--- config.mk ---
export PLATFORM = sky130hd
export DESIGN_NAME = lbc_back
export DESIGN_NICKNAME = d
export VERILOG_FILES = /design/src/lbc_pkg.sv /design/src/lbc_back.sv
export SDC_FILE = /design/constraint.sdc
export NUM_CORES = 1
export LEC_CHECK = 0
export ABC_AREA = 1
export ABC_CLOCK_PERIOD_IN_PS = 1400
export BUFFER_PORTS_ARGS = -buffer_cell sky130_fd_sc_hd__buf_2
export CAP_MARGIN = 25
export CORE_ASPECT_RATIO = 0.6
export CORE_UTILIZATION = 35
export CTS_CLUSTER_DIAMETER = 80
export DETAILED_ROUTE_END_ITERATION = 10
export GPL_ROUTABILITY_DRIVEN = 1
export SETUP_SLACK_MARGIN = 0.5
export SLEW_MARGIN = 20
export SYNTH_ARGS = -nofsm -noshare
export SYNTH_HDL_FRONTEND = slang
export SYNTH_SLANG_ARGS = --single-unit
export TNS_END_PERCENT = 10
--- constraint.sdc ---
create_clock -name clk -period 1.4 [get_ports clk]
set_input_delay 0 -clock clk [delete_from_list [all_inputs] [get_ports clk]]
set_output_delay 0 -clock clk [all_outputs]
set_load 0.05 [all_outputs]
--- src/lbc_pkg.sv ---
// Shared types, constants and helpers for the line black level clamp.
// Used by every module of the block; depends on nothing else.
`default_nettype none

package lbc_pkg;

  // Field and counter widths fixed by the stream format.
  localparam int PIX_W   = 8;
  localparam int WIN_W   = 11;
  localparam int LINE_W  = 11;
  localparam int SUM_W   = 13;
  localparam int CMP_W   = 12;
  localparam int IDX_W   = 4;
  localparam int CFG_W   = 11;

  // Default sizes of the raw line and of the output window.
  localparam int DEF_RAW_PITCH    = 1558;
  localparam int DEF_MAX_WIDTH    = 1280;
  localparam int DEF_MAX_LINES    = 1024;
  localparam int DEF_ACTIVE_START = 20;

  // Optical black columns: two half-open ranges, 23 bytes in total.
  localparam logic [CMP_W-1:0] DARK_A_LO = CMP_W'(3);
  localparam logic [CMP_W-1:0] DARK_A_HI = CMP_W'(18);
  localparam logic [CMP_W-1:0] DARK_B_LO = CMP_W'(1301);
  localparam logic [CMP_W-1:0] DARK_B_HI = CMP_W'(1309);

  localparam logic [LINE_W-1:0] LINE_SAT = '1;

  // Division by 23 as multiply by ceil(2^17/23) and shift; exact below 26214.
  localparam int DIV23_MUL   = 5699;
  localparam int DIV23_SHIFT = 17;

  // Output queue between the front and the back part.
  localparam int QDEPTH = 4;
  localparam int QPTR_W = $clog2(QDEPTH);
  localparam int QLVL_W = $clog2(QDEPTH + 1);

  typedef enum logic [IDX_W-1:0] {
    CFG_DENOISE      = IDX_W'(0),
    CFG_WINDOW_X     = IDX_W'(1),
    CFG_WINDOW_WIDTH = IDX_W'(2),
    CFG_ACTIVE_LINES = IDX_W'(3)
  } cfg_idx_t;

  typedef struct packed {
    logic             denoise_enable;
    logic [WIN_W-1:0] window_x;
    logic [WIN_W-1:0] window_width;
    logic [WIN_W-1:0] active_lines;
  } cfg_t;

  // One queued result before the offset is applied.
  typedef struct packed {
    logic [PIX_W-1:0] pixel;
    logic [PIX_W-1:0] offset;
    logic             denoise;
    logic             line_end;
    logic             frame_end;
  } q_entry_t;

  function automatic logic [PIX_W-1:0] div23_sat(input logic [SUM_W-1:0] s);
    logic [2*SUM_W-1:0] p;
    logic [2*SUM_W-DIV23_SHIFT-1:0] q;
    p = s * SUM_W'(DIV23_MUL);
    q = p[2*SUM_W-1:DIV23_SHIFT];
    div23_sat = (q > (2*SUM_W-DIV23_SHIFT)'(255)) ? '1 : q[PIX_W-1:0];
  endfunction

endpackage

`default_nettype wire

--- src/lbc_back.sv ---
// Back part: applies the black offset with clamping and drives the output
// register of the master stream. Depends on lbc_pkg.
`default_nettype none

module lbc_back
  import lbc_pkg::*;
(
  input  wire logic             clk,
  input  wire logic             rst,
  input  wire logic             q_not_empty,
  input  wire q_entry_t         q_data,
  output logic                  pop,
  output logic                  m_axis_tvalid,
  input  wire logic             m_axis_tready,
  output logic [PIX_W-1:0]      m_axis_tdata,
  output logic                  m_axis_tlast,
  output logic                  m_axis_tuser
);

  logic [PIX_W-1:0] corrected;

  always_comb begin
    if (q_data.denoise) begin
      corrected = (q_data.pixel >= q_data.offset) ? q_data.pixel - q_data.offset : '0;
    end else begin
      corrected = q_data.pixel;
    end
  end

  assign pop = q_not_empty && (!m_axis_tvalid || m_axis_tready);

  always_ff @(posedge clk) begin
    if (rst) begin
      m_axis_tvalid <= 1'b0;
    end else if (pop) begin
      m_axis_tvalid <= 1'b1;
    end else if (m_axis_tready) begin
      m_axis_tvalid <= 1'b0;
    end
  end

  always_ff @(posedge clk) begin
    if (pop) begin
      m_axis_tdata <= corrected;
      m_axis_tlast <= q_data.line_end;
      m_axis_tuser <= q_data.frame_end;
    end
  end

endmodule

`default_nettype wire

# Yosys cells after proc, flatten, opt, wreduce, memory -nomap -nowiden
# Index checks and enable logic that the tools add are counted.
# op_classes
n_shift,0
n_mux,4
addsub,1
n_eq_ne,0
n_bitwise,0
n_reduce_logical,4
magnitude_cmp,1
mul,0
div,0
# ops
cell,count
8-bit 2-to-1 mux,2
8-bit >= comparator,1
8-bit subtractor,1
1-bit 2-to-1 mux,2
2-bit nonzero test,1
1-bit logical AND,1
1-bit logical NOT,1
1-bit logical OR,1
# word_totals
ff_bits,11
inputBits,23
romBits,0
wordCells,14
mem_bits_rw,0
mem_count,0
output_inout_bits,12
latch_bits,0

# Logic depth before layout (Yosys ltp)
# depth
ltp_word,4
mapped_depth,12

# Worst setup path after synthesis
# Ideal clock, no wire load.
# synth_timing
path_type,register -> register
start,register m_axis_tvalid
end,register m_axis_tdata[0] (enable)
setup_ns,0.414
stages_incl_launch_ff,2
n_path_buf,0
arrival_ns,1.810
required_time_ns,0.986
slack_ns,-0.825
cell_sequence,dfxtp_1 a21oi_1
# synth_via
elab_chain_len,3
# synth_lines
item,line,source
"start, declared",lbc_back.sv:13,"output logic m_axis_tvalid,"
"start signal, assigned",lbc_back.sv:34,m_axis_tvalid <= 1'b0;
"start signal, assigned",lbc_back.sv:36,m_axis_tvalid <= 1'b1;
"start signal, assigned",lbc_back.sv:38,m_axis_tvalid <= 1'b0;
1-bit logical NOT,lbc_back.sv:30,assign pop = q_not_empty && (!m_axis_tvalid || m_axis_tready);
1-bit logical OR,lbc_back.sv:30,
1-bit logical AND,lbc_back.sv:30,
named net pop,lbc_back.sv:12,"output logic pop,"
"end signal, assigned",lbc_back.sv:44,m_axis_tdata <= corrected;
"end, declared",lbc_back.sv:15,"output logic [PIX_W-1:0] m_axis_tdata,"
# The timed path passes the listed nets, and every way through them passes these cells.
# A chain may end at the register's enable or synchronous reset.

# Worst setup path after layout
# layout_timing
start,input port q_data[11] (netlist name)
end,"register m_axis_tdata[6], data pin"
# layout_via
elab_chain_len,3
word_cells_on_any_way,4
cone_classes,add/sub: 1; order compare: 1; mux: 2
# layout_lines
item,line,source
"start, declared",lbc_back.sv:11,"input wire q_entry_t q_data,"
8-bit subtractor / 8-bit >= comparator (equally long branches),lbc_back.sv:24,corrected = (q_data.pixel >= q_data.offset) ? q_data.pixel - q_data.offset : '0;
8-bit 2-to-1 mux (*),lbc_back.sv:24,
8-bit 2-to-1 mux (*),lbc_back.sv:23,if (q_data.denoise) begin
named net corrected[6],lbc_back.sv:20,logic [PIX_W-1:0] corrected;
# The timed path passes the listed nets; every way through them passes the cells marked *.

==> results.yml <==
clocking:
  clk_pin_slew_ps: 50
  cts_buffers: 3
  cts_sinks: 11
  clock_latency_ps: 230
  clk_path_buf_depth: 2
  tritoncts: "yes"
  cts_root_buf: "clkbuf_8"
  h-tree-depth: 1
min_path:
  min_to: "m_axis_tvalid"
  hp-class: "input port to flop"
  hold_path.startpoint: "m_axis_tready"
  hold_depth: 4
worst_setup_path:
  cp_cell_sequence: "buf_8 > inv_4 > ha_4 > inv_4 > fa_2 > nand2_2 > nand2_2 > nand3b_1 > nand2_1 > nand2_1 > nand2_1 > nand2_1 > nand2_1"
  r2r-start: "m_axis_tvalid"
  cp_common_cell: "nand2_1"
  start_kind: "input port"
  crit_type: "input port to flop"
  cp_max_fo: 2
  rr_endpoint: "m_axis_tdata[1]"
  slowest_stage: "fa_2"
  cp-end-kind: "flop"
  critPathArrivalTime_ps: 1240
  worstRegToRegCells: 1
  critPathRequiredTime_ps: 1390
  max_stage_delay_ps: 360
  r2r_setup_slack_ps: 390
  cp-startpoint: "q_data[11]"
layout:
  areaGrowthSynthToFinish_pct: 38.9
  fillers: 251
  drive_gt1_frac: 0.419
  regArea_sq_um: 324
  multi_input_area_sq_um: 551
  antennaDiodeCount: 0
  final_util: 0.513
  nets: 193
logic_synthesis:
  ys_types: 21
  ys_ff_latch: 11
  yosys_warnings: 0
  synth_nets: 147
  avgSynthCellArea_sq_um: 8.11
  ys_seq_area_frac: 0.344
  netlist_area_sq_um: 932
  netlist_instances: 115
sta:
  fmax_mhz: 804
  finalMaxSlewViolations: 0
  period_needed_ps: 1240
  tightest_slew_ps: 365
  hold_ws_ps: 52.7
  rsz0062_at_grt: "yes"
  slew_headroom: 0.756
  hold_viol: 0
  setup_violations: 0
  skew_ps: 0.777
  finalCritPeriodShare: 0.889
route:
  via_per_inst: 4.54
  wire_per_inst_um: 10.2
  first_pass_iters: 5
  route.vias.total: 872
  drt-total-wl_mm: 1.96
  drt-initial-drc-count: 63
  drc: 0
  ant_nets: 0
global_route:
  grt_usage: 0.145
  grt_pass1_wl_mm: 3.12
  grt_max_degree: 12
  grt_pass1_vias: 754
  overflow: 0
  antenna_found_initial: 0
pwr:
  pwr_density_cell_nw_per_um2: 900
  ir_worst_vdd_v: 0.000327
  p_leak_nw: 0.714
floorplan:
  core_sq_um: 2520
  initial_core_util: 0.370
  die_h_um: 42.0
  die-area_sq_um: 2880
  design.portCount: 35
  die_x_um: 68.6
  num_rows: 14
placement:
  port_buffers: 34
  place.gp.congestion: 0.773
  place_hpwl_mm: 1.58
status:
  status: "finished clean"
flow_run:
  cap_viol_max_count: 0
-- logic make-up (layout without fill, tap and decap cells) --
group,after synthesis,after routing,share of synthesized area
simple gates,58,58,0.317
buf+inv,24,69,0.0966
flops,11,11,0.344
compound gates,10,10,0.0859
fa+ha+maj,9,9,0.129
xor+xnor,3,3,0.0282
-- critical path: cells and delay by family --
kind / cells / cell delay [ps]
buffers and inverters: 3 / 180
and+or+nand+nor: 8 / 570
adders and majority gates: 2 / 490
-- worst max-delay path by stage --
stage                            to  cells after the start
floorplan           m_axis_tdata[3]                     12
global placement    m_axis_tdata[4]                     13
detailed placement  m_axis_tdata[3]                     13
CTS                 m_axis_tdata[3]                     13
global route        m_axis_tdata[6]                     13
finish              m_axis_tdata[6]                     13
-- synth_stat cells (all sizes together) --
cell type	number	area [sq um]
nand2	48	225
inv	24	90.1
edfxtp	10	300
ha	8	100
a21oi	6	45.1
nand3	4	20.0
o21ai	4	35.0
nor2	3	27.5
xnor2	2	17.5
dfxtp	1	20.0
fa	1	20.0
nand3b	1	7.51
nand4	1	6.26
or2	1	8.76
xor2	1	8.76
-- per-layer routing --
layer	wire length, um	part of all wire	global-route usage	vias to the layer above
met3	167	0.085	0.0543	4
met1	937	0.48	0.212	380
met5	0	0	0	-
met4	14	0.0071	0.0208	0
li1	-	-	-	451
met2	844	0.43	0.206	37
-- layout make-up --
| cell class | instances | share of cell area |
|---|---|---|
| multi-input cells | 80 | 0.425 |
| flip-flops and latches | 11 | 0.250 |
| inverters | 24 | 0.0734 |
| well taps | 32 | 0.0309 |
| clock buffers | 4 | 0.0348 |
| repair buffers | 41 | 0.186 |
-- timing repair --
item / 4_1_cts / 5_1_grt
pin swaps: 0 / 7
buffers inserted: 0 / 1
gates resized for setup: 0 / 9
endpoints found under the hold margin: 3 / 0
endpoints found under the setup margin: 19 / 19
hold buffers: 3 / 0
-- layout by cell type, fill, tap and decap left out, drive strengths merged --
cell type,n
nand2,48
buf,38
inv,24
edfxtp,10
ha,8
a21oi,6
nand3,4
o21ai,4
clkbuf,4
dlygate4sd3,3
nor2,3
xnor2,2
or2,1
nand4,1
nand3b,1
xor2,1
fa,1
dfxtp,1
-- registers in the layout, indices dropped and copies added, names as in the netlist --
register       cells
m_axis_tdata       8
m_axis_tlast       1
m_axis_tuser       1
m_axis_tvalid      1
-- power by group --
part | internal, mW | switching [mW]
Combinational | 0.166 | 0.294
Clock | 0.199 | 0.107
Sequential | 0.392 | 0.00694
-- per-stage QoR --
step	total power, mW	instances	TNS, ps	instance area, sq um	setup WS (ps)
after detailed placement	0.842	184	-681	1180	-100
after global placement	0.837	184	-426	1180	-66.6
after global routing	1.24	192	0	1290	74.7
final	1.17	192	0	1290	156
after CTS	1.16	191	0	1260	150
after floorplan	0.734	115	0	950	81.0
Note: power is estimated with default switching activity, not from simulation.
