<file path="config.mk">
export PLATFORM = sky130hd
export DESIGN_NAME = lbc_queue
export DESIGN_NICKNAME = d
export VERILOG_FILES = /design/src/lbc_pkg.sv /design/src/lbc_queue.sv
export SDC_FILE = /design/constraint.sdc
export NUM_CORES = 1
export LEC_CHECK = 0
export ABC_AREA = 1
export BUFFER_PORTS_ARGS = -buffer_cell sky130_fd_sc_hd__buf_4
export CAP_MARGIN = 20
export CORE_AREA = 4 4 107 109
export DETAILED_ROUTE_END_ITERATION = 12
export DIE_AREA = 0 0 111 113
export PLACE_DENSITY = 0.57
export SETUP_SLACK_MARGIN = 0.5
export SLEW_MARGIN = 20
export SYNTH_ARGS = -nofsm -noshare
export SYNTH_HDL_FRONTEND = slang
export SYNTH_SLANG_ARGS = --single-unit
export TNS_END_PERCENT = 20
</file>
<file path="constraint.sdc">
create_clock -name clk -period 2.05 [get_ports clk]
set_input_delay 0.1025 -clock clk [delete_from_list [all_inputs] [get_ports clk]]
set_output_delay 0.1025 -clock clk [all_outputs]
set_load 0.05 [all_outputs]
</file>
<file path="src/lbc_pkg.sv">
// Shared types, constants and helpers for the line black level clamp.
// Used by every module of the block; depends on nothing else.
`default_nettype none

package lbc_pkg;

  // Field and counter widths fixed by the stream format.
  localparam int PIX_W   = 8;
  localparam int WIN_W   = 11;
  localparam int LINE_W  = 11;
  localparam int SUM_W   = 13;
  localparam int CMP_W   = 12;
  localparam int IDX_W   = 4;
  localparam int CFG_W   = 11;

  // Default sizes of the raw line and of the output window.
  localparam int DEF_RAW_PITCH    = 1558;
  localparam int DEF_MAX_WIDTH    = 1280;
  localparam int DEF_MAX_LINES    = 1024;
  localparam int DEF_ACTIVE_START = 20;

  // Optical black columns: two half-open ranges, 23 bytes in total.
  localparam logic [CMP_W-1:0] DARK_A_LO = CMP_W'(3);
  localparam logic [CMP_W-1:0] DARK_A_HI = CMP_W'(18);
  localparam logic [CMP_W-1:0] DARK_B_LO = CMP_W'(1301);
  localparam logic [CMP_W-1:0] DARK_B_HI = CMP_W'(1309);

  localparam logic [LINE_W-1:0] LINE_SAT = '1;

  // Division by 23 as multiply by ceil(2^17/23) and shift; exact below 26214.
  localparam int DIV23_MUL   = 5699;
  localparam int DIV23_SHIFT = 17;

  // Output queue between the front and the back part.
  localparam int QDEPTH = 4;
  localparam int QPTR_W = $clog2(QDEPTH);
  localparam int QLVL_W = $clog2(QDEPTH + 1);

  typedef enum logic [IDX_W-1:0] {
    CFG_DENOISE      = IDX_W'(0),
    CFG_WINDOW_X     = IDX_W'(1),
    CFG_WINDOW_WIDTH = IDX_W'(2),
    CFG_ACTIVE_LINES = IDX_W'(3)
  } cfg_idx_t;

  typedef struct packed {
    logic             denoise_enable;
    logic [WIN_W-1:0] window_x;
    logic [WIN_W-1:0] window_width;
    logic [WIN_W-1:0] active_lines;
  } cfg_t;

  // One queued result before the offset is applied.
  typedef struct packed {
    logic [PIX_W-1:0] pixel;
    logic [PIX_W-1:0] offset;
    logic             denoise;
    logic             line_end;
    logic             frame_end;
  } q_entry_t;

  function automatic logic [PIX_W-1:0] div23_sat(input logic [SUM_W-1:0] s);
    logic [2*SUM_W-1:0] p;
    logic [2*SUM_W-DIV23_SHIFT-1:0] q;
    p = s * SUM_W'(DIV23_MUL);
    q = p[2*SUM_W-1:DIV23_SHIFT];
    div23_sat = (q > (2*SUM_W-DIV23_SHIFT)'(255)) ? '1 : q[PIX_W-1:0];
  endfunction

endpackage

`default_nettype wire

</file>
<file path="src/lbc_queue.sv">
// Short result queue between the front and the back part.
// Depends on lbc_pkg for the entry type and depth.
`default_nettype none

module lbc_queue
  import lbc_pkg::*;
(
  input  wire logic      clk,
  input  wire logic      rst,
  input  wire logic      push,
  input  wire q_entry_t  push_data,
  input  wire logic      pop,
  output q_entry_t       pop_data,
  output logic           not_empty,
  output logic [QLVL_W-1:0] level
);

  q_entry_t          slots [QDEPTH];
  logic [QPTR_W-1:0] wr_ptr;
  logic [QPTR_W-1:0] rd_ptr;

  always_ff @(posedge clk) begin
    if (push) begin
      slots[wr_ptr] <= push_data;
    end
  end

  always_ff @(posedge clk) begin
    if (rst) begin
      wr_ptr <= '0;
      rd_ptr <= '0;
      level  <= '0;
    end else begin
      if (push) begin
        wr_ptr <= wr_ptr + QPTR_W'(1);
      end
      if (pop) begin
        rd_ptr <= rd_ptr + QPTR_W'(1);
      end
      level <= level + QLVL_W'(push) - QLVL_W'(pop);
    end
  end

  assign not_empty = level != '0;
  assign pop_data  = slots[rd_ptr];

endmodule

`default_nettype wire

</file>
# After elaboration in Yosys (flattened, before gate mapping)
# Memories as Yosys holds them, arrays and structs flattened. A register that Yosys moved wholly into a read port is not among the register bits.
# Cells that the tools add are included.
# W data, S select, Z words.
[totals] word_cells=13 input_bits=23 ramBits=76 mem_count=1 regBits=7
[mem_list] name="slots" words=4 width=19 read_ports=1 rd_ports_with_merged_regs=1 wr=1 line="lbc_queue.sv:18" source="q_entry_t slots [QDEPTH];"
[classes] mux=4 addsub=4 n_reduce_logical=1
[ops] cell="$add A2 B1 Y2 const B" count=2
[ops] cell="$mux W2" count=2
[ops] cell="$add A3 B1 Y3" count=1
[ops] cell="$reduce_bool A3 Y1" count=1
[ops] cell="$sub A3 B1 Y3" count=1
[ops] cell="$mux W1" count=2

# Longest topological paths before layout
# Gate-level depths: netlist of the first run.
[depth] depth_word=3 depth_mapped=8 ltp_nobuf=8

# Least setup slack after synthesis of the first run
# Ideal clock, no wire load.
[synth_path] kind="register to register" start="register level[0]" end="register level[2]" setup_time_ns=0.115 arrival_ns=1.741 stages_incl_launch_ff=8 slack_ns=0.194 required_ns=1.935 period_less_slack_ns=1.856 path_cell_list="dfxtp_1 > inv_1 > ha_1 > inv_1 > ha_1 > fa_1 > a21oi_1 > nor2_1"
[synth_via] elab_chain_len=2
[synth_lines] item="from (decl)" line="lbc_queue.sv:15" source="output logic [QLVL_W-1:0] level"
[synth_lines] item="from (signal assigned)" line="lbc_queue.sv:40" source="level <= level + QLVL_W'(push) - QLVL_W'(pop);"
[synth_lines] item="$add A3 B1 Y3" line="lbc_queue.sv:40"
[synth_lines] item="$sub A3 B1 Y3" line="lbc_queue.sv:40"
# Every way passes these cells.
# A chain may end at the register's enable or synchronous reset.

==> metrics.json, run 1 <==
{
  "gr_util_met2_pct": 18.61,
  "postSynth.asyncResetShare_pct": 0,
  "cts_buf_count": 9,
  "synthTopCellsByCount": "76 x sky130_fd_sc_hd__edfxtp_1, 50 x sky130_fd_sc_hd__inv_1, 34 x sky130_fd_sc_hd__nand2_1, 25 x sky130_fd_sc_hd__a21oi_1, 20 x sky130_fd_sc_hd__o21ai_0",
  "number_of_antenna_violations_at_the_first_check_in_global_routing": 0,
  "postLayoutCoreUtil_pct": 44.16,
  "post_route_cells_drive_above_1_share_pct": 32.12,
  "rows": 38,
  "initial_core_utilization_pct": 34.08,
  "fp.dieArea_um2": 12540,
  "final.setup.tns_ps": 0,
  "critical_path.startpoint_type": "register",
  "antenna-diode-count": 0,
  "routed-via-count": 2128,
  "die_height_um": 113,
  "gr-max-usage-layer": "met2",
  "vdd_drop_max_mv": 0.4713,
  "synth_area_per_cell_um2": 13.09,
  "multiInputGateArea_um2": 815.8,
  "min-delay-path-class": "primary input to register",
  "hpwl_mm": 3.977,
  "r2r_cells": 7,
  "share_clk_of_total_power_pct": 31.0,
  "overall_global_routing_resource_usage_pct": 11.02,
  "yosysTopAreaCell": "sky130_fd_sc_hd__edfxtp_1",
  "gpl_congestion": 0.6962,
  "timing.hold.worst_path_depth": 3,
  "edff_count_synth": 76,
  "synth_area_um2": 3613,
  "global_route.overflow_total": 0,
  "worst_pin_slew_ps": 305.7,
  "distinct_cell_type_count_of_the_synthesized_netlist": 20,
  "critPathArrivalTime_ps": 1450,
  "p_comb_share_pct": 20.4,
  "layoutNonFillerInstCount": 498,
  "p_per_area_nw_per_um2": 887.8,
  "static_leak_nw": 1.869,
  "synth.yosys.seq_area_share_pct": 68.14,
  "tritoncts": "done",
  "ios": 46,
  "post_synth_top_flop": "sky130_fd_sc_hd__edfxtp_1",
  "synth_top_cells_by_area": "sky130_fd_sc_hd__edfxtp_1 63%, sky130_fd_sc_hd__o211ai_2 6.6%, sky130_fd_sc_hd__inv_1 5.2%",
  "ys_warn_count": 0,
  "placement.io_buffers": 45,
  "path_max_fanout": 19,
  "netlist_instances": 276,
  "switching_share_pct": 28.46,
  "grt_first_pass_wirelength_mm": 10.75,
  "cts_root_buffer": "sky130_fd_sc_hd__clkbuf_8",
  "detail_route.wirelength_mm": 6.796,
  "fin_hold_ws_ps": 55.30,
  "synthMostInstantiatedCell": "sky130_fd_sc_hd__edfxtp_1",
  "max_freq_mhz": 643.2,
  "maxCapViolCount": 0,
  "initialDrtViolationCount": 61,
  "grt_setup_unrepaired": "yes",
  "cts-htree-levels": 3,
  "core_region_area_um2": 10600,
  "drcViolationCount": 0,
  "run_status": "finished, final reports clean",
  "p_seq_share_pct": 48.6,
  "syn-num-nets": 306,
  "yosys.area.top_type_share_pct": 63.16,
  "power.internal_w": 0.002974,
  "clock_latency_ps": 350,
  "fillers": 952,
  "die_width_um": 111,
  "dpl_cell_area_um2": 4104,
  "detail-route-antenna-nets": 0,
  "slew-limit-headroom_pct": 79.62,
  "critPathCaptureType": "output port",
  "cts.sink_count": 85,
  "final.min_clock_period_ps": 1555,
  "post_drt_wl_per_cell_um": 13.65,
  "clk_transition_reported_paths_ps": 80,
  "number_of_global_route_vias_before_repair": 2133,
  "layout_worst_path_cycle_share_pct": 75.84,
  "worst-endpoint-required_ps": 1950,
  "maxSlewViolCount": 0,
  "clock_tree.buffer_depth": 2,
  "hold_violations": 0,
  "place.detailed.instances": 456,
  "finalSetupViolations": 0,
  "drt-pass1-iter-count": 3,
  "total_switching_power_w": 0.001183,
  "global_route_track_usage_on_met1_pct": 13.39,
  "synth-seq-cells": 85,
  "layout.cell_area.non_filler_um2": 4682,
  "timing.clock.skew_ps": 6.307,
  "met3_capacity_usage_during_global_routing_pct": 3.102,
  "worst-setup-path-type": "register to output port",
  "route.detailed.vias_per_inst": 4.273,
  "ff_latch_area_um2": 2474,
  "pin_count_of_the_biggest_net_entering_global_routing": 39,
  "area.growth.synth_to_final_pct": 29.57,
  "nets": 383
}
routing by layer:
| layer | routed length, um | part of all wire (%) |
|---|---|---|
| met2 | 3408 | 50 |
| met3 | 208 | 3.1 |
| met1 | 3072 | 45 |
| met5 | 0 | 0 |
| met4 | 106 | 1.6 |
state kept, by name, indices dropped and copies added, names as in the netlist, named ones only:
register / count
slots: 76
rd_ptr: 2
wr_ptr: 2
level: 3
per-stage QoR:
stage	worst slack, ps	power, W
2_1_floorplan	467.4	0.002590
3_3_place_gp	562.9	0.002811
3_5_place_dp	533.9	0.002824
4_1_cts	477.9	0.004184
5_1_grt	396.4	0.004369
6_report	495.3	0.004156
final timing paths:
kind	from	end	slack, ps
setup / recovery	register	pop_data[14]	500
hold / removal	pop	register	60
setup reg to reg	level[0]$_SDFF_PP0_	level[1]$_SDFF_PP0_	540
hold reg to reg	rd_ptr[1]$_SDFFE_PP0P_	register	470
power groups by stage:
stage	Sequential, W	Combinational [W]	Clock (W)
final	0.00202	0.000848	0.00129
after global routing	0.00203	0.000923	0.00142
after CTS	0.00202	0.000831	0.00133
after detailed placement	0.00206	0.000769	0
after global placement	0.00205	0.000758	0
after floorplan	0.00210	0.000492	0
what timing repair did:
action                                 4_1_cts  5_1_grt
gates resized for setup                      9        9
hold buffers                                21        0
setup endpoints to repair                   19       21
endpoints found under the hold margin       80        0
gates cloned                                 1        2
buffers inserted                             0        2
pin swaps                                    0        2
layout by cell type (no fill, tap or decap), drive strengths merged:
master	synthesis	layout
a21oi	25	25
buf	12	55
bufinv	0	2
clkbuf	0	11
clkinv	2	7
dfxtp	9	9
dlygate4sd3	0	21
edfxtp	76	76
fa	1	1
ha	6	6
inv	52	52
nand2	46	46
nand3	2	2
nor2	3	3
o211ai	19	19
o21ai	23	23
area by class of cell:
type                       count  area share, %
tap                          140          3.741
timing repair buffer          78          16.84
sequential                    85          52.83
clock inverter                 7          2.138
inverter                      54          4.383
multi-input combinational    125          17.42
clock buffer                   9          2.646
critical path: stages (launching register included):
cell and delay (ps):
sky130_fd_sc_hd__dfxtp_4 410, sky130_fd_sc_hd__clkbuf_16 200, sky130_fd_sc_hd__a21oi_1 140, sky130_fd_sc_hd__o21ai_0 90
sky130_fd_sc_hd__nand2_1 100, sky130_fd_sc_hd__buf_6 160
cell families (layout without fill, tap and decap cells):
family,Yosys count,in the layout,synth area share (%)
flops,85,85,68.14
compound gates,67,67,13.23
simple gates,51,51,6.475
buf+inv,66,148,9.522
fa+ha+maj,7,7,2.632
Power figures use the tool's default switching activity.
==> run 2: changes to the inputs <==
- PLACE_DENSITY: 0.57 -> 0.59
- clock period: 2.05 -> 1.4 ns (I/O delays scaled with it)
==> metrics.json, run 2 (synthesis results as in run 1) <==
{
  "pre_cts_ws": {"value": -79.01, "unit": "ps", "change": "-612.9 ps"},
  "worst-r2r-setup-slack": {"value": -90, "unit": "ps", "change": "-630 ps"},
  "slew-limit-headroom": {"value": 86.67, "unit": "%", "change": "+7.0 points"},
  "worst-endpoint-required": {"value": 1680, "unit": "ps", "change": "-270 ps"},
  "die_width": {"value": 111, "unit": "um", "change": "unchanged"},
  "global_route.overflow_total": {"value": 0, "change": "unchanged"},
  "ios": {"value": 46, "change": "unchanged"},
  "post-layout-total-power": {"value": 0.006322, "unit": "W", "change": "+52%"},
  "finalSetupViolations": {"value": 21, "change": "+21"},
  "ff_latch_area": {"value": 2479, "unit": "um2", "change": "+0.20%"},
  "post_route_cells_drive_above_1_share": {"value": 41.53, "unit": "%", "change": "+9.4 points"},
  "cts-htree-levels": {"value": 3, "change": "unchanged"},
  "placement.io_buffers": {"value": 45, "change": "unchanged"},
  "multiInputGateArea": {"value": 979.7, "unit": "um2", "change": "+20%"},
  "critical_path.startpoint_type": "register",
  "rows": {"value": 38, "change": "unchanged"},
  "r2r_cells": {"value": 7, "change": "unchanged"},
  "min-delay-path-class": "primary input to register",
  "antenna-diode-count": {"value": 0, "change": "unchanged"},
  "final.setup.tns": {"value": -1222, "unit": "ps", "change": "-1222 ps"},
  "p_per_area": {"value": 1252, "unit": "nW/um2", "change": "+41%"},
  "violated_checks": "setup timing",
  "place.detailed.instances": {"value": 463, "change": "+1.5%"},
  "layoutNonFillerInstCount": {"value": 506, "change": "+1.6%"},
  "detail-route-antenna-nets": {"value": 0, "change": "unchanged"},
  "maxCapViolCount": {"value": 0, "change": "unchanged"},
  "nets": {"value": 391, "change": "+2.1%"},
  "initial_core_utilization": {"value": 34.08, "unit": "%", "change": "unchanged"},
  "drcViolationCount": {"value": 0, "change": "unchanged"},
  "number_of_antenna_violations_at_the_first_check_in_global_routing": {"value": 0, "change": "unchanged"},
  "largestRegisters": "slots x76, level x3",
  "route.detailed.vias_per_inst": {"value": 4.389, "change": "+2.7%"},
  "post_drt_wl_per_cell": {"value": 13.59, "unit": "um", "change": "-0.44%"},
  "drt-pass1-iter-count": {"value": 4, "change": "+1"},
  "layout_commonest_cell": "sky130_fd_sc_hd__edfxtp_1",
  "initialDrtViolationCount": {"value": 54, "change": "-11%"},
  "core_region_area": {"value": 10600, "unit": "um2", "change": "unchanged"},
  "fillers": {"value": 947, "change": "-0.53%"},
  "overall_global_routing_resource_usage": {"value": 11.67, "unit": "%", "change": "+0.65 points"},
  "routed-via-count": {"value": 2221, "change": "+4.4%"},
  "final.min_clock_period_ps": 1494,
  "cts_root_buffer": "sky130_fd_sc_hd__clkbuf_8",
  "vdd_drop_max": {"value": 0.9605, "unit": "mV", "change": "+100%"},
  "largest_reg_flops": {"value": 76, "change": "unchanged"},
  "critPathCaptureType": "register",
  "clock_latency": {"value": 350, "unit": "ps", "change": "about the same"},
  "detail_route.wirelength": {"value": 6.875, "unit": "mm", "change": "+1.2%"},
  "area.growth.synth_to_final_pct": 39.79,
  "grt_setup_unrepaired": "yes",
  "fp.dieArea": {"value": 12540, "unit": "um2", "change": "unchanged"},
  "worst-setup-path-type": "register to register",
  "worst_pin_slew": {"value": 200.0, "unit": "ps", "change": "-105.7 ps"},
  "largest_register": "slots",
  "clock_tree.buffer_depth": {"value": 2, "change": "unchanged"},
  "static_leak": {"value": 1.976, "unit": "nW", "change": "+5.7%"},
  "fin_hold_ws": {"value": 48.42, "unit": "ps", "change": "-6.879 ps"},
  "run_status": "complete, but fails checks",
  "die_height": {"value": 113, "unit": "um", "change": "unchanged"},
  "critPathArrivalTime": {"value": 1780, "unit": "ps", "change": "+330 ps"},
  "gpl_congestion": {"value": 0.6849, "change": "-1.6%"},
  "max_freq_mhz": 669.6,
  "grt_first_pass_wirelength": {"value": 11.43, "unit": "mm", "change": "+6.4%"},
  "number_of_global_route_vias_before_repair": {"value": 2318, "change": "+8.7%"},
  "clk_transition_reported_paths": {"value": 90, "unit": "ps", "change": "about the same"},
  "cts_buf_count": {"value": 9, "change": "unchanged"},
  "timing.hold.worst_path_depth": {"value": 3, "change": "unchanged"},
  "hold_violations": {"value": 0, "change": "unchanged"},
  "layout_worst_path_cycle_share_pct": 106.7,
  "path_max_fanout": {"value": 2, "change": "-17"},
  "maxSlewViolCount": {"value": 0, "change": "unchanged"},
  "timing.final.ws_setup": {"value": -93.52, "unit": "ps", "change": "-588.8 ps"},
  "pin_count_of_the_biggest_net_entering_global_routing": {"value": 29, "change": "-26%"},
  "cts.sink_count": {"value": 85, "change": "unchanged"},
  "timing.clock.skew": {"value": 12.08, "unit": "ps", "change": "+5.770 ps"},
  "layout.cells.most_common_list": "76 x sky130_fd_sc_hd__edfxtp_1, 41 x sky130_fd_sc_hd__inv_1, 30 x sky130_fd_sc_hd__nand2_1, 26 x sky130_fd_sc_hd__buf_4, 26 x sky130_fd_sc_hd__buf_6",
  "tritoncts": "done",
  "hpwl": {"value": 4.279, "unit": "mm", "change": "+7.6%"}
}
-- run 2: cell count changes in the layout (fill, tap and decap cells not counted), moves of 6 or more --
cell / before / now
sky130_fd_sc_hd__a21oi_1: 24 / 18
sky130_fd_sc_hd__ha_4: 0 / 6
sky130_fd_sc_hd__nand2_4: 2 / 8
sky130_fd_sc_hd__a21oi_2: 1 / 7
sky130_fd_sc_hd__o21ai_0: 16 / 5
sky130_fd_sc_hd__o21ai_1: 7 / 15
sky130_fd_sc_hd__buf_4: 40 / 26
sky130_fd_sc_hd__buf_6: 10 / 26
sky130_fd_sc_hd__inv_1: 49 / 41
-- run 2: layer usage --
metal	part of all wire [%]	GRT usage [%]	up-vias
li1	-	-	1114
met4	1.1	3.612	0
met3	4.5	3.743	5
met2	50	19.94	43
met5	0	0	-
met1	44	14.14	1059
-- run 2: cell type report --
type | count | share of cell area, %
Multi-Input combinational cell | 125 | 19.40
Clock buffer | 9 | 2.452
Clock inverter | 7 | 1.932
Timing Repair Buffer | 86 | 19.22
Inverter | 54 | 4.459
Sequential cell | 85 | 49.07
Tap cell | 140 | 3.468
-- run 2: power by group --
group / internal, W / switching [W] / leakage, nW
Clock: 0.00101 / 0.000874 / 0.107
Combinational: 0.000592 / 0.000878 / 1.09
Sequential: 0.00289 / 0.0000722 / 0.775
-- run 2: stage by stage --
step	utilization (%)	cell area, um2
2_1_floorplan	-	3665
5_1_grt	47.64	5051
6_report	47.64	5051
3_3_place_gp	39.96	4237
4_1_cts	46.93	4976
3_5_place_dp	39.96	4237
-- run 2: worst max-delay path, stage by stage, from the launching register on --
cell and delay, ps:
sky130_fd_sc_hd__dfxtp_4 360, sky130_fd_sc_hd__inv_4 40, sky130_fd_sc_hd__ha_4 250, sky130_fd_sc_hd__inv_2 30
sky130_fd_sc_hd__ha_4 140, sky130_fd_sc_hd__fa_2 510, sky130_fd_sc_hd__inv_1 40, sky130_fd_sc_hd__nor2_1 60
-- run 2: final timing paths --
check	start	to
min	pop	rd_ptr[0]$_SDFFE_PP0P_
min reg2reg	rd_ptr[1]$_SDFFE_PP0P_	register
max	level[0]$_SDFF_PP0_	level[1]$_SDFF_PP0_
max reg2reg	level[0]$_SDFF_PP0_	level[1]$_SDFF_PP0_
-- run 2: timing repair --
action / in CTS / in global routing
setup buffers: 3 / 0
hold buffers: 21 / 0
cloned: 3 / 0
hold endpoints to repair: 80 / 0
resized for setup: 65 / 24
endpoints found under the setup margin: 103 / 107
pin swaps: 17 / 16
